[config.mk]
export PLATFORM = sky130hd
export DESIGN_NAME = byte_diff_run_encoder_core_flat
export DESIGN_NICKNAME = d
export VERILOG_FILES = /design/src/rtl/bdre_pkg.sv /design/src/rtl/bdre_in_if.sv /design/src/rtl/bdre_out_if.sv /design/src/rtl/bdre_front.sv /design/src/rtl/bdre_fifo.sv /design/src/rtl/bdre_back.sv /design/src/rtl/byte_diff_run_encoder_core.sv /design/src/flat_wrapper.sv
export SDC_FILE = /design/constraint.sdc
export NUM_CORES = 1
export LEC_CHECK = 0
export ABC_AREA = 1
export CORE_MARGIN = 2
export CORE_UTILIZATION = 57
export DETAILED_ROUTE_END_ITERATION = 6
export DONT_BUFFER_PORTS = 1
export PLACE_DENSITY = 0.75
export SYNTH_ARGS = -nofsm -noshare
export SYNTH_HDL_FRONTEND = slang
export SYNTH_SLANG_ARGS = --single-unit
[constraint.sdc]
create_clock -name clk -period 8.63 [get_ports clk]
set_input_delay 2.589 -clock clk [delete_from_list [all_inputs] [get_ports clk]]
set_output_delay 2.589 -clock clk [all_outputs]
set_load 0.02 [all_outputs]
[src/rtl/bdre_pkg.sv]
// Shared types and constants for the byte difference run encoder.
// No dependencies; all other files of the block import this package.
`timescale 1ns / 1ps

package bdre_pkg;

  localparam int BYTE_W     = 8;
  localparam int OUT_CNT_W  = 24;
  localparam int INDEX_BITS_DEF = 24;

  // result kinds
  localparam logic [1:0] KIND_START = 2'd0;
  localparam logic [1:0] KIND_CONT  = 2'd1;
  localparam logic [1:0] KIND_SUM   = 2'd2;

  // queue between front and back
  localparam int QDEPTH = 4;
  localparam int QPTR_W = 2;
  localparam int QCNT_W = 3;

  // one queue entry: everything one item contributes to the result stream
  typedef struct packed {
    logic                  has_byte;
    logic                  run_first;
    logic [OUT_CNT_W-1:0]  run_offset;
    logic [BYTE_W-1:0]     data_byte;
    logic [OUT_CNT_W-1:0]  run_length;
    logic [OUT_CNT_W-1:0]  correction_count;
    logic                  has_sum;
    logic [BYTE_W-1:0]     new_checksum;
    logic [BYTE_W-1:0]     old_checksum;
  } bdre_entry_t;

endpackage

[src/rtl/bdre_in_if.sv]
// Input channel of the byte difference run encoder: valid/ready plus one position.
// Depends on bdre_pkg.
`timescale 1ns / 1ps

interface bdre_in_if;
  import bdre_pkg::*;

  logic              valid;
  logic              ready;
  logic [BYTE_W-1:0] new_byte;
  logic [BYTE_W-1:0] old_byte;
  logic              new_present;
  logic              old_present;
  logic              final_position;

  modport source (
    output valid, new_byte, old_byte, new_present, old_present, final_position,
    input  ready
  );
  modport sink (
    input  valid, new_byte, old_byte, new_present, old_present, final_position,
    output ready
  );
endinterface

[src/rtl/bdre_out_if.sv]
// Result channel of the byte difference run encoder: valid/ready plus one result.
// Depends on bdre_pkg.
`timescale 1ns / 1ps

interface bdre_out_if;
  import bdre_pkg::*;

  logic                 valid;
  logic                 ready;
  logic [1:0]           kind;
  logic [OUT_CNT_W-1:0] run_offset;
  logic [BYTE_W-1:0]    data_byte;
  logic [OUT_CNT_W-1:0] run_length;
  logic [BYTE_W-1:0]    new_checksum;
  logic [BYTE_W-1:0]    old_checksum;
  logic [OUT_CNT_W-1:0] correction_count;
  logic                 last_result;

  modport source (
    output valid, kind, run_offset, data_byte, run_length, new_checksum,
           old_checksum, correction_count, last_result,
    input  ready
  );
  modport sink (
    input  valid, kind, run_offset, data_byte, run_length, new_checksum,
           old_checksum, correction_count, last_result,
    output ready
  );
endinterface

[src/rtl/bdre_front.sv]
// Front end: accepts positions, keeps run and checksum state, and queues the
// results each position causes. Depends on bdre_pkg and bdre_in_if.
`timescale 1ns / 1ps

module bdre_front #(
  parameter int INDEX_BITS = bdre_pkg::INDEX_BITS_DEF
) (
  input  logic                 clk,
  input  logic                 rst_n,
  bdre_in_if.sink              in_ch,
  input  logic                 q_full,
  output logic                 q_push,
  output bdre_pkg::bdre_entry_t q_entry
);
  import bdre_pkg::*;

  logic [INDEX_BITS-1:0] pos_r, pos_nxt;
  logic                  run_open_r, run_open_nxt;
  logic [INDEX_BITS-1:0] run_start_r, run_start_nxt;
  logic [INDEX_BITS-1:0] run_count_r, run_count_nxt;
  logic [BYTE_W-1:0]     new_xor_r, new_xor_nxt;
  logic [BYTE_W-1:0]     old_xor_r, old_xor_nxt;
  logic [INDEX_BITS-1:0] runs_total_r, runs_total_nxt;

  logic accept;
  logic differs;

  assign in_ch.ready = !q_full;
  assign accept      = in_ch.valid && !q_full;

  always_comb begin
    pos_nxt        = pos_r;
    run_open_nxt   = run_open_r;
    run_start_nxt  = run_start_r;
    run_count_nxt  = run_count_r;
    new_xor_nxt    = new_xor_r;
    old_xor_nxt    = old_xor_r;
    runs_total_nxt = runs_total_r;
    differs        = 1'b0;
    q_push         = 1'b0;
    q_entry        = '0;

    if (accept) begin
      if (in_ch.old_present) begin
        old_xor_nxt = old_xor_r ^ in_ch.old_byte;
      end
      // a new byte past the end of the old file always counts as different
      differs = in_ch.new_present &&
                (!in_ch.old_present || (in_ch.new_byte != in_ch.old_byte));
      if (in_ch.new_present) begin
        new_xor_nxt = new_xor_r ^ in_ch.new_byte;
      end
      if (differs) begin
        if (!run_open_r) begin
          run_open_nxt   = 1'b1;
          run_start_nxt  = pos_r;
          run_count_nxt  = INDEX_BITS'(1);
          runs_total_nxt = (&runs_total_r) ? runs_total_r
                                           : runs_total_r + INDEX_BITS'(1);
        end else begin
          run_count_nxt  = (&run_count_r) ? run_count_r
                                          : run_count_r + INDEX_BITS'(1);
        end
      end else begin
        run_open_nxt = 1'b0;
      end
      pos_nxt = (&pos_r) ? pos_r : pos_r + INDEX_BITS'(1);

      q_entry.has_byte         = differs;
      q_entry.run_first        = !run_open_r;
      q_entry.run_offset       = OUT_CNT_W'(run_start_nxt);
      q_entry.data_byte        = in_ch.new_byte;
      q_entry.run_length       = OUT_CNT_W'(run_count_nxt);
      q_entry.correction_count = OUT_CNT_W'(runs_total_nxt);
      q_entry.has_sum          = in_ch.final_position;
      q_entry.new_checksum     = new_xor_nxt;
      q_entry.old_checksum     = old_xor_nxt;
      q_push                   = differs || in_ch.final_position;

      // end of stream: back to the reset state for the next stream
      if (in_ch.final_position) begin
        pos_nxt        = '0;
        run_open_nxt   = 1'b0;
        run_start_nxt  = '0;
        run_count_nxt  = '0;
        new_xor_nxt    = '0;
        old_xor_nxt    = '0;
        runs_total_nxt = '0;
      end
    end
  end

  always_ff @(posedge clk) begin
    if (!rst_n) begin
      pos_r        <= '0;
      run_open_r   <= 1'b0;
      run_start_r  <= '0;
      run_count_r  <= '0;
      new_xor_r    <= '0;
      old_xor_r    <= '0;
      runs_total_r <= '0;
    end else begin
      pos_r        <= pos_nxt;
      run_open_r   <= run_open_nxt;
      run_start_r  <= run_start_nxt;
      run_count_r  <= run_count_nxt;
      new_xor_r    <= new_xor_nxt;
      old_xor_r    <= old_xor_nxt;
      runs_total_r <= runs_total_nxt;
    end
  end

endmodule

[src/rtl/bdre_fifo.sv]
// Short queue of result entries between the front and back ends.
// Depends on bdre_pkg.
`timescale 1ns / 1ps

module bdre_fifo (
  input  logic                  clk,
  input  logic                  rst_n,
  input  logic                  push,
  input  bdre_pkg::bdre_entry_t din,
  input  logic                  pop,
  output bdre_pkg::bdre_entry_t dout,
  output logic                  full,
  output logic                  empty
);
  import bdre_pkg::*;

  bdre_entry_t       mem_r [QDEPTH];
  logic [QPTR_W-1:0] wr_ptr_r, wr_ptr_nxt;
  logic [QPTR_W-1:0] rd_ptr_r, rd_ptr_nxt;
  logic [QCNT_W-1:0] cnt_r, cnt_nxt;
  logic              do_push, do_pop;

  assign full    = (cnt_r == QCNT_W'(QDEPTH));
  assign empty   = (cnt_r == '0);
  assign do_push = push && !full;
  assign do_pop  = pop && !empty;
  assign dout    = mem_r[rd_ptr_r];

  always_comb begin
    wr_ptr_nxt = do_push ? wr_ptr_r + QPTR_W'(1) : wr_ptr_r;
    rd_ptr_nxt = do_pop  ? rd_ptr_r + QPTR_W'(1) : rd_ptr_r;
    cnt_nxt    = cnt_r;
    if (do_push && !do_pop) begin
      cnt_nxt = cnt_r + QCNT_W'(1);
    end else if (do_pop && !do_push) begin
      cnt_nxt = cnt_r - QCNT_W'(1);
    end
  end

  always_ff @(posedge clk) begin
    if (do_push) begin
      mem_r[wr_ptr_r] <= din;
    end
  end

  always_ff @(posedge clk) begin
    if (!rst_n) begin
      wr_ptr_r <= '0;
      rd_ptr_r <= '0;
      cnt_r    <= '0;
    end else begin
      wr_ptr_r <= wr_ptr_nxt;
      rd_ptr_r <= rd_ptr_nxt;
      cnt_r    <= cnt_nxt;
    end
  end

endmodule

[src/rtl/bdre_back.sv]
// Back end: drains queue entries into the registered result channel, byte
// result first, then the summary. Depends on bdre_pkg and bdre_out_if.
`timescale 1ns / 1ps

module bdre_back (
  input  logic                  clk,
  input  logic                  rst_n,
  input  bdre_pkg::bdre_entry_t q_entry,
  input  logic                  q_empty,
  output logic                  q_pop,
  bdre_out_if.source            out_ch
);
  import bdre_pkg::*;

  logic                 out_valid_r, out_valid_nxt;
  logic                 sum_phase_r, sum_phase_nxt;
  logic [1:0]           kind_r, kind_nxt;
  logic [OUT_CNT_W-1:0] offset_r, offset_nxt;
  logic [BYTE_W-1:0]    data_r, data_nxt;
  logic [OUT_CNT_W-1:0] length_r, length_nxt;
  logic [BYTE_W-1:0]    nsum_r, nsum_nxt;
  logic [BYTE_W-1:0]    osum_r, osum_nxt;
  logic [OUT_CNT_W-1:0] count_r, count_nxt;
  logic                 last_r, last_nxt;
  logic                 load;

  // output register can take a new beat when empty or being drained
  assign load = !out_valid_r || out_ch.ready;

  always_comb begin
    out_valid_nxt = out_valid_r;
    sum_phase_nxt = sum_phase_r;
    kind_nxt      = kind_r;
    offset_nxt    = offset_r;
    data_nxt      = data_r;
    length_nxt    = length_r;
    nsum_nxt      = nsum_r;
    osum_nxt      = osum_r;
    count_nxt     = count_r;
    last_nxt      = last_r;
    q_pop         = 1'b0;

    if (load) begin
      out_valid_nxt = !q_empty;
      if (!q_empty) begin
        count_nxt = q_entry.correction_count;
        if (q_entry.has_byte && !sum_phase_r) begin
          kind_nxt   = q_entry.run_first ? KIND_START : KIND_CONT;
          offset_nxt = q_entry.run_offset;
          data_nxt   = q_entry.data_byte;
          length_nxt = q_entry.run_length;
          nsum_nxt   = '0;
          osum_nxt   = '0;
          last_nxt   = 1'b0;
          if (q_entry.has_sum) begin
            sum_phase_nxt = 1'b1;
          end else begin
            q_pop = 1'b1;
          end
        end else begin
          kind_nxt      = KIND_SUM;
          offset_nxt    = '0;
          data_nxt      = '0;
          length_nxt    = '0;
          nsum_nxt      = q_entry.new_checksum;
          osum_nxt      = q_entry.old_checksum;
          last_nxt      = 1'b1;
          sum_phase_nxt = 1'b0;
          q_pop         = 1'b1;
        end
      end
    end
  end

  always_ff @(posedge clk) begin
    if (!rst_n) begin
      out_valid_r <= 1'b0;
      sum_phase_r <= 1'b0;
    end else begin
      out_valid_r <= out_valid_nxt;
      sum_phase_r <= sum_phase_nxt;
    end
  end

  always_ff @(posedge clk) begin
    kind_r   <= kind_nxt;
    offset_r <= offset_nxt;
    data_r   <= data_nxt;
    length_r <= length_nxt;
    nsum_r   <= nsum_nxt;
    osum_r   <= osum_nxt;
    count_r  <= count_nxt;
    last_r   <= last_nxt;
  end

  assign out_ch.valid            = out_valid_r;
  assign out_ch.kind             = kind_r;
  assign out_ch.run_offset       = offset_r;
  assign out_ch.data_byte        = data_r;
  assign out_ch.run_length       = length_r;
  assign out_ch.new_checksum     = nsum_r;
  assign out_ch.old_checksum     = osum_r;
  assign out_ch.correction_count = count_r;
  assign out_ch.last_result      = last_r;

endmodule

[src/rtl/byte_diff_run_encoder_core.sv]
// Byte difference run encoder, top level.
// Input channel in_ch: one byte position of the old and new file per beat.
// Result channel out_ch: run start bytes (with the run offset), continuing run
// bytes (with the updated run length) and, after the final position, one
// summary beat with both XOR checksums, the correction count and last_result.
// A position causes zero, one or two result beats; nothing else is reported.
// The first result of a position passes through the result queue and then the
// output register before it is on out_ch.
// Throughput: one position per cycle while the result queue is not full; the output
// side moves one result per cycle while out_ch.ready is high, so the second result
// of a final position with a byte is absorbed by the 4-entry result queue.
// The front end stalls in_ch only when that queue is full; out_ch has its own
// output register, so input beats keep flowing while a result waits.
// Reset (synchronous, rst_n low) clears the position, run and checksum state
// and empties the queue; the same state is cleared after every final position.
// Counters are INDEX_BITS wide, saturate at their limit, and are reported in
// their low 24 bits.
// Depends on bdre_pkg, bdre_in_if, bdre_out_if, bdre_front, bdre_fifo, bdre_back.
`timescale 1ns / 1ps

module byte_diff_run_encoder_core #(
  parameter int INDEX_BITS = bdre_pkg::INDEX_BITS_DEF
) (
  input  logic       clk,
  input  logic       rst_n,
  bdre_in_if.sink    in_ch,
  bdre_out_if.source out_ch
);
  import bdre_pkg::*;

  bdre_entry_t q_in_entry;
  bdre_entry_t q_head;
  logic        q_push;
  logic        q_pop;
  logic        q_full;
  logic        q_empty;

  bdre_front #(
    .INDEX_BITS (INDEX_BITS)
  ) u_front (
    .clk     (clk),
    .rst_n   (rst_n),
    .in_ch   (in_ch),
    .q_full  (q_full),
    .q_push  (q_push),
    .q_entry (q_in_entry)
  );

  bdre_fifo u_fifo (
    .clk   (clk),
    .rst_n (rst_n),
    .push  (q_push),
    .din   (q_in_entry),
    .pop   (q_pop),
    .dout  (q_head),
    .full  (q_full),
    .empty (q_empty)
  );

  bdre_back u_back (
    .clk     (clk),
    .rst_n   (rst_n),
    .q_entry (q_head),
    .q_empty (q_empty),
    .q_pop   (q_pop),
    .out_ch  (out_ch)
  );

endmodule
[src/flat_wrapper.sv]
// flat-port wrapper written by rule: the top's interface ports become plain ports
module byte_diff_run_encoder_core_flat import bdre_pkg::*;
#(
  parameter int INDEX_BITS = bdre_pkg::INDEX_BITS_DEF
)
  (clk, rst_n, in_ch_valid, in_ch_new_byte, in_ch_old_byte, in_ch_new_present, in_ch_old_present, in_ch_final_position, in_ch_ready, out_ch_valid, out_ch_kind, out_ch_run_offset, out_ch_data_byte, out_ch_run_length, out_ch_new_checksum, out_ch_old_checksum, out_ch_correction_count, out_ch_last_result, out_ch_ready);
  bdre_in_if in_ch_i ();
  bdre_out_if out_ch_i ();
  input  logic clk;
  input  logic rst_n;
  input wire logic [$bits(in_ch_i.valid)-1:0] in_ch_valid;
  input wire logic [$bits(in_ch_i.new_byte)-1:0] in_ch_new_byte;
  input wire logic [$bits(in_ch_i.old_byte)-1:0] in_ch_old_byte;
  input wire logic [$bits(in_ch_i.new_present)-1:0] in_ch_new_present;
  input wire logic [$bits(in_ch_i.old_present)-1:0] in_ch_old_present;
  input wire logic [$bits(in_ch_i.final_position)-1:0] in_ch_final_position;
  output wire logic [$bits(in_ch_i.ready)-1:0] in_ch_ready;
  output wire logic [$bits(out_ch_i.valid)-1:0] out_ch_valid;
  output wire logic [$bits(out_ch_i.kind)-1:0] out_ch_kind;
  output wire logic [$bits(out_ch_i.run_offset)-1:0] out_ch_run_offset;
  output wire logic [$bits(out_ch_i.data_byte)-1:0] out_ch_data_byte;
  output wire logic [$bits(out_ch_i.run_length)-1:0] out_ch_run_length;
  output wire logic [$bits(out_ch_i.new_checksum)-1:0] out_ch_new_checksum;
  output wire logic [$bits(out_ch_i.old_checksum)-1:0] out_ch_old_checksum;
  output wire logic [$bits(out_ch_i.correction_count)-1:0] out_ch_correction_count;
  output wire logic [$bits(out_ch_i.last_result)-1:0] out_ch_last_result;
  input wire logic [$bits(out_ch_i.ready)-1:0] out_ch_ready;
  assign in_ch_i.valid = in_ch_valid;
  assign in_ch_i.new_byte = in_ch_new_byte;
  assign in_ch_i.old_byte = in_ch_old_byte;
  assign in_ch_i.new_present = in_ch_new_present;
  assign in_ch_i.old_present = in_ch_old_present;
  assign in_ch_i.final_position = in_ch_final_position;
  assign in_ch_ready = in_ch_i.ready;
  assign out_ch_valid = out_ch_i.valid;
  assign out_ch_kind = out_ch_i.kind;
  assign out_ch_run_offset = out_ch_i.run_offset;
  assign out_ch_data_byte = out_ch_i.data_byte;
  assign out_ch_run_length = out_ch_i.run_length;
  assign out_ch_new_checksum = out_ch_i.new_checksum;
  assign out_ch_old_checksum = out_ch_i.old_checksum;
  assign out_ch_correction_count = out_ch_i.correction_count;
  assign out_ch_last_result = out_ch_i.last_result;
  assign out_ch_i.ready = out_ch_ready;
  byte_diff_run_encoder_core #(.INDEX_BITS(INDEX_BITS)) u_core (.clk(clk), .rst_n(rst_n), .in_ch(in_ch_i), .out_ch(out_ch_i));
endmodule
# Word level (Yosys, flattened, before mapping)
# Memory sizes are Yosys's and may differ from the RTL's. A register that Yosys moved wholly into a read port is not among the register bits.
# Index checks and enable logic that the tools add are counted.
[word_totals]
reg_bits = 221
latch_bits = 0
ram_bits = 396
rom_bits = 0
input_bits = 23
out_inout_bits = 101
word_cells = 96
n_memories = 1
[classes]
add_sub_neg = 7
multipliers = 0
div_mod_pow = 0
magnitude_cmp = 0
n_eq_ne = 4
shift = 0
n_mux = 35
bitwise = 3
n_reduce_logical = 26
[mem_list]
columns = ["name", "depth", "word_bits", "read_ports", "rd_ports_with_merged_regs", "write_ports", "line_no", "text"]
rows = [
  ["u_core.u_fifo.mem_r", 4, 99, 1, 1, 1, "bdre_fifo.sv:17", "bdre_entry_t mem_r [QDEPTH];"],
]
[op_table]
columns = ["operator", "n"]
rows = [
  ["24-bit 2-to-1 mux", 13],
  ["99-bit 2-to-1 mux", 1],
  ["24-bit by 1-bit adder with 24-bit output, second input constant", 3],
  ["24-bit AND reduction", 3],
  ["8-bit 2-to-1 mux", 4],
  ["8-bit bitwise XOR", 2],
  ["1-bit 2-to-1 mux", 13],
  ["1-bit logical NOT", 8],
  ["8-bit inequality test", 1],
  ["1-bit logical AND", 7],
  ["3-bit 2-to-1 mux", 2],
  ["2-bit by 1-bit adder with 2-bit output, second input constant", 2],
  ["2-bit 2-to-1 mux", 2],
  ["2-bit AND reduction", 2],
  ["3-bit by 1-bit adder with 3-bit output, second input constant", 1],
  ["3-bit == test, second input constant", 1],
  ["3-bit logical NOT", 1],
  ["1-bit logical OR", 3],
  ["3-bit AND reduction", 1],
  ["3-bit by 1-bit subtractor with 3-bit output, second input constant", 1],
  ["2-bit by 1-bit inequality test with 1-bit output, second input constant", 1],
  ["2-bit inequality test, second input constant", 1],
  ["2-bit nonzero test", 1],
  ["1-bit inverter", 1],
]

# Longest topological paths before layout
[depth]
ltp_word = 10
ltp_mapped = 17
depth_no_buf = 17

# By module
# From an unflattened synthesis, not the netlist that was laid out.
[hier_totals]
hier_cells = 2658
hier_area_um2 = 27193.6
[by_module_without_submodules]
columns = ["mod", "n_inst", "cells_each", "area_per_inst_um2", "seq_area_each_um2"]
rows = [
  ["bdre_fifo", 1, 1027, 15124.5, 12071.6],
  ["bdre_front", 1, 1362, 8216.6, 2262.2],
  ["bdre_back", 1, 269, 3852.4, 3012.9],
]

# Worst setup path after synthesis
# Ideal clock, no wire load.
[synth_path]
path_type = "in2reg"
from = "input port out_ch_ready"
to = "register u_core.u_fifo.cnt_r[1]"
setup_ps = 120
arrival_time_ps = 9173
t_required_ps = 8510
path_slack_ps = -663
stages = 8
path_buffers = 0
path_cell_list = "nor2_1 a31oi_1 nand2_1 ha_1 inv_1 fa_1 o21ai_0 a21oi_1"
[synth_via]
elab_chain_len = 6
elab_cells_between_ends = 8
cone_classes = "mux: 2; reduce/logical: 6"
[synth_rtl]
columns = ["element", "line_no", "text"]
rows = [
  ["from (decl)", "flat_wrapper.sv:27", "input wire logic [$bits(out_ch_i.ready)-1:0] out_ch_ready;"],
  ["1-bit logical OR", "bdre_back.sv:28", "assign load = !out_valid_r || out_ch.ready;"],
  ["1-bit 2-to-1 mux", "bdre_back.sv:43", "if (load) begin"],
  ["1-bit logical AND", "bdre_fifo.sv:26", "assign do_pop = pop && !empty;"],
  ["1-bit logical NOT", "bdre_fifo.sv:33", "if (do_push && !do_pop) begin"],
  ["1-bit logical AND", "bdre_fifo.sv:33", ""],
  ["3-bit 2-to-1 mux", "bdre_fifo.sv:33", ""],
  ["via u_core.u_fifo.cnt_nxt[1]", "bdre_fifo.sv:20", "logic [QCNT_W-1:0] cnt_r, cnt_nxt;"],
  ["to (signal assigned)", "bdre_fifo.sv:54", "cnt_r <= cnt_nxt;"],
  ["to (decl)", "bdre_fifo.sv:20", ""],
]
# The timed path passes the listed nets, and every way through them passes these cells.
# A chain may end at the register's enable or synchronous reset.

# Final worst setup path
[layout_path]
from = "input port in_ch_valid"
to = "memory u_core.u_fifo.mem_r[2][40] in the netlist's numbering (enable)"
[layout_via]
elab_chain_len = 5
[layout_rtl]
columns = ["element", "line_no", "text"]
rows = [
  ["from (decl)", "flat_wrapper.sv:11", "input wire logic [$bits(in_ch_i.valid)-1:0] in_ch_valid;"],
  ["1-bit logical AND", "bdre_front.sv:29", "assign accept = in_ch.valid && !q_full;"],
  ["1-bit 2-to-1 mux", "bdre_front.sv:43", "if (accept) begin"],
  ["1-bit logical AND", "bdre_fifo.sv:25", "assign do_push = push && !full;"],
  ["via u_core.u_fifo.do_push", "bdre_fifo.sv:21", "logic do_push, do_pop;"],
  ["1-bit 2-to-1 mux", "bdre_fifo.sv:41", "if (do_push) begin"],
  ["1-bit 2-to-1 mux (implied by the code)", "bdre_fifo.sv:42", "mem_r[wr_ptr_r] <= din;"],
  ["to (decl)", "bdre_fifo.sv:17", ""],
]
# The timed path passes the listed nets, and every way through them passes these cells.

==> summary.md <==
| Metric | Value |
|---|---|
| Delay of the slowest critical-path stage | `0.81 ns` |
| DRC Markers | `0` |
| Layout area overhead | `9.04%` |
| Share of layout cells above drive strength 1 | `6.35%` |
| Simple-Gate Fraction of Synth Area | `18.9%` |
| Clock sink count | `619` |
| Register Area | `17400 sq um` |
| Setup-failing EPs final | `0` |
| Multiplexer share of the synthesized area | `0%` |
| Maximum fanout along the worst path | `80` |
| Compound-Gate Fraction of Synth Area | `9.29%` |
| Vias per cell | `5.82` |
| Post-synth top area share | `55.9%` |
| Netlist Area Pre-Place | `26600 sq um` |
| Worst hold path class | `reg -> reg` |
| H-tree Lvls | `2` |
| Largest family of logic cells by synthesized area | `simple AND/OR/NAND/NOR gates` |
| Worst Tran Pin Value | `1.20 ns` |
| Antenna violations before repair | `0` |
| CP Cell Sequence | `nand2_4 -> inv_2 -> nand2_1 -> nand2_1 -> inv_1 -> nor2_4 -> buf_12` |
| CTS tree | `yes` |
| DRT Pass-1 Iters | `5` |
| CP endpoint kind | `flop` |
| Worst Skew | `0.0121 ns` |
| Sequential share of the synthesized area | `65.3%` |
| GPL Wtd Cong | `0.893` |
| ANT nets after route | `0` |
| Starting density of the core | `57.4%` |
| Critical Path RT | `8.89 ns` |
| Post-Route WL | `60300 um` |
| Area contributors post-synth | `edfxtp_1 (56%), dfxtp_1 (9.3%), nor2_1 (7.0%)` |
| Post-layout nets | `2626` |
| Vias | `18900` |
| Synth Area in Adders | `0.452%` |
| Power Density | `302 nW/um^2` |
| Static leakage | `0.0104 uW` |
| Number of port buffers | `0` |
| Fmax | `0.194 GHz` |
| Antenna Cells | `0` |
| Most common library cells after synthesis | `edfxtp_1 (495), nor2_1 (495), nand2_1 (472)` |
| Area of the multi-input gates | `8010 sq um` |
| Peak supply drop | `209 uV` |
| Synth Instances | `2659` |
| Slew HR | `20.3%` |
| Worst-path clk slew | `0.06 ns` |
| Root Driver | `clkbuf_16` |
| Fraction of registers with async set/reset | `0%` |
| GRT Overall Usage | `25.1%` |
| RSZ-0062 raised after global routing | `no` |
| Final period util | `59.8%` |
| Tmin final | `5.16 ns` |
| Post-synth EDFFs | `495` |
| Hold WS | `0.453 ns` |
| Outcome | `finished, final reports clean` |
| Die Footprint | `48400 sq um` |
| Post-synthesis xor/xnor area fraction | `1.35%` |
| Clk_lat worst skew | `0.63 ns` |
| Crit path arrival time | `5.42 ns` |
| Post-synthesis cell type count | `40` |
| FF+latch count, synth | `619` |
| Total CTS buffers | `60` |
| Cts hold-fix bufs | `0` |
| Core Region | `46300 sq um` |
| Mean Syn Cell Area | `9.99 sq um` |
| Largest net degree at the start of global routing | `107` |
| Post-synth top flop | `edfxtp_1` |
| Chip Width | `220 um` |
| Max-cap violations | `0` |
| Die height | `220 um` |
| Crit path buf inv count | `3` |
| Global-route wire length before repair | `95500 um` |
| Routed length per instance | `18.5 um` |
| Row count | `79` |
| Dpl hpwl | `35200 um` |
| Crit-path slowest cell | `inv_2` |
| Placed cell area | `27000 sq um` |
| Type of origin of the critical path | `primary input` |
| Vias in the first global route | `18200` |
| GR Overflow Total | `0` |
| Final hold vios | `0` |
| Max Root-Sink Buffers | `3` |
| Tot Pwr | `8740 uW` |
| Post-CTS setup buffer count | `0` |
| TNS Setup | `0 ns` |
| Filler instances | `3610` |
| Post_cts resized | `0` |
| Setup Crit Path Kind | `in -> reg` |
| Yosys warning total | `0` |
| Post-Synthesis Net Count | `2691` |
| Critical path's most frequent cell | `nand2_1` |
| Final instance area | `29000 sq um` |
| DR iter-0 viols | `1835` |
| Slew Limit Fails | `0` |
| Top delay family on crit path | `buffers and inverters` |
| IO Pins | `124` |
| Yosys top cell by area | `edfxtp_1` |
-- report_power, final --
group	leakage, uW	switching [uW]	internal, uW
clock	0.000977	1110	1530
combinational	0.00369	1260	405
sequential	0.00577	539	3900
total	0.0104	2910	5830
-- per-layer routing --
layer	vias up	routed length, um	GRT usage (%)
met5	-	0	0
met3	108	3660	3.51
li1	8964	-	-
met4	0	1620	9.24
met1	9209	24900	32.3
met2	644	30100	43.4
-- state kept, by name, summed over array words and instances, names as in the netlist, 24 cells and up, named ones only --
signal                                 cells
u_core.u_front.runs_total_r               24
u_core.u_front.pos_r                      24
u_core.u_fifo.mem_r                      396
u_core.u_back.out_ch.correction_count     24
u_core.u_back.out_ch.run_offset           24
u_core.u_front.run_count_r                24
u_core.u_front.run_start_r                24
u_core.u_back.out_ch.run_length           24
-- cell families (layout without fill, tap and decap cells) --
kind of cell | count (synthesis) | in the layout
AO/OA/AOI/OAI | 470 | 470
adder cells (fa/ha/maj) | 9 | 9
flip-flops | 619 | 619
buffers and inverters | 324 | 310
XOR/XNOR | 41 | 41
AND/OR/NAND/NOR | 1196 | 1196
-- final cells by class --
cell class                      instances  share of cell area, %
Sequential cell                       619                   59.9
Clock inverter                         28                   1.06
Timing Repair Buffer                   21                  0.630
Tap cell                              607                   2.62
Clock buffer                           85                   5.86
Inverter                              176                   2.29
Multi-Input combinational cell       1716                   27.6
-- cell usage in the layout (no fill, tap or decap), drive strengths merged, types with 3 or more instances in the layout --
master    synthesis  layout
clkinvlp          0       3
o21bai            4       4
nand2           480     480
xnor2             3       3
nor2            509     509
clkbuf           95      85
edfxtp          495     495
nor3             16      16
nor4              3       3
o22ai            42      42
clkinv            2      16
and3             29      29
o21ai           241     241
dfxtp           124     124
nand4            84      84
buf              53      21
inv             174     180
a21oi           163     163
nand3            65      65
a22oi            16      16
xor2             38      38
ha                8       8
or2               7       7
bufinv            0       5
-- per-stage QoR --
step	cells	util, %	setup WS (ns)
after CTS	3252	62.6	3.52
final	3252	62.6	3.47
after detailed placement	3139	58.3	2.86
after global placement	3139	58.3	2.89
after floorplan	2659	-	0.570
after global routing	3252	62.6	3.28
-- worst paths after layout --
kind                                                start                    endpoint  slack (ns)  cells past startpoint
worst min-delay path            u_core.u_fifo.rd_ptr_r[1]                        flop        0.45                      2
worst min register to register  u_core.u_fifo.rd_ptr_r[1]                        flop        0.45                      2
worst max register to register     u_core.u_fifo.cnt_r[1]  u_core.u_fifo.mem_r[2][40]        4.55                      9
worst max-delay path                          in_ch_valid  u_core.u_fifo.mem_r[2][40]        3.47                      7
-- worst reg2reg max path, stage by stage (launching register included) --
cell and delay, ns:
dfxtp_1 0.36, inv_1 0.11, nand3_1 0.30, nand2_4 0.41, inv_2 0.83, nand2_1 0.17, nand2_1 0.16, inv_1 0.21
nor2_4 0.59, buf_12 0.51
(Power assumes the default switching activity.)
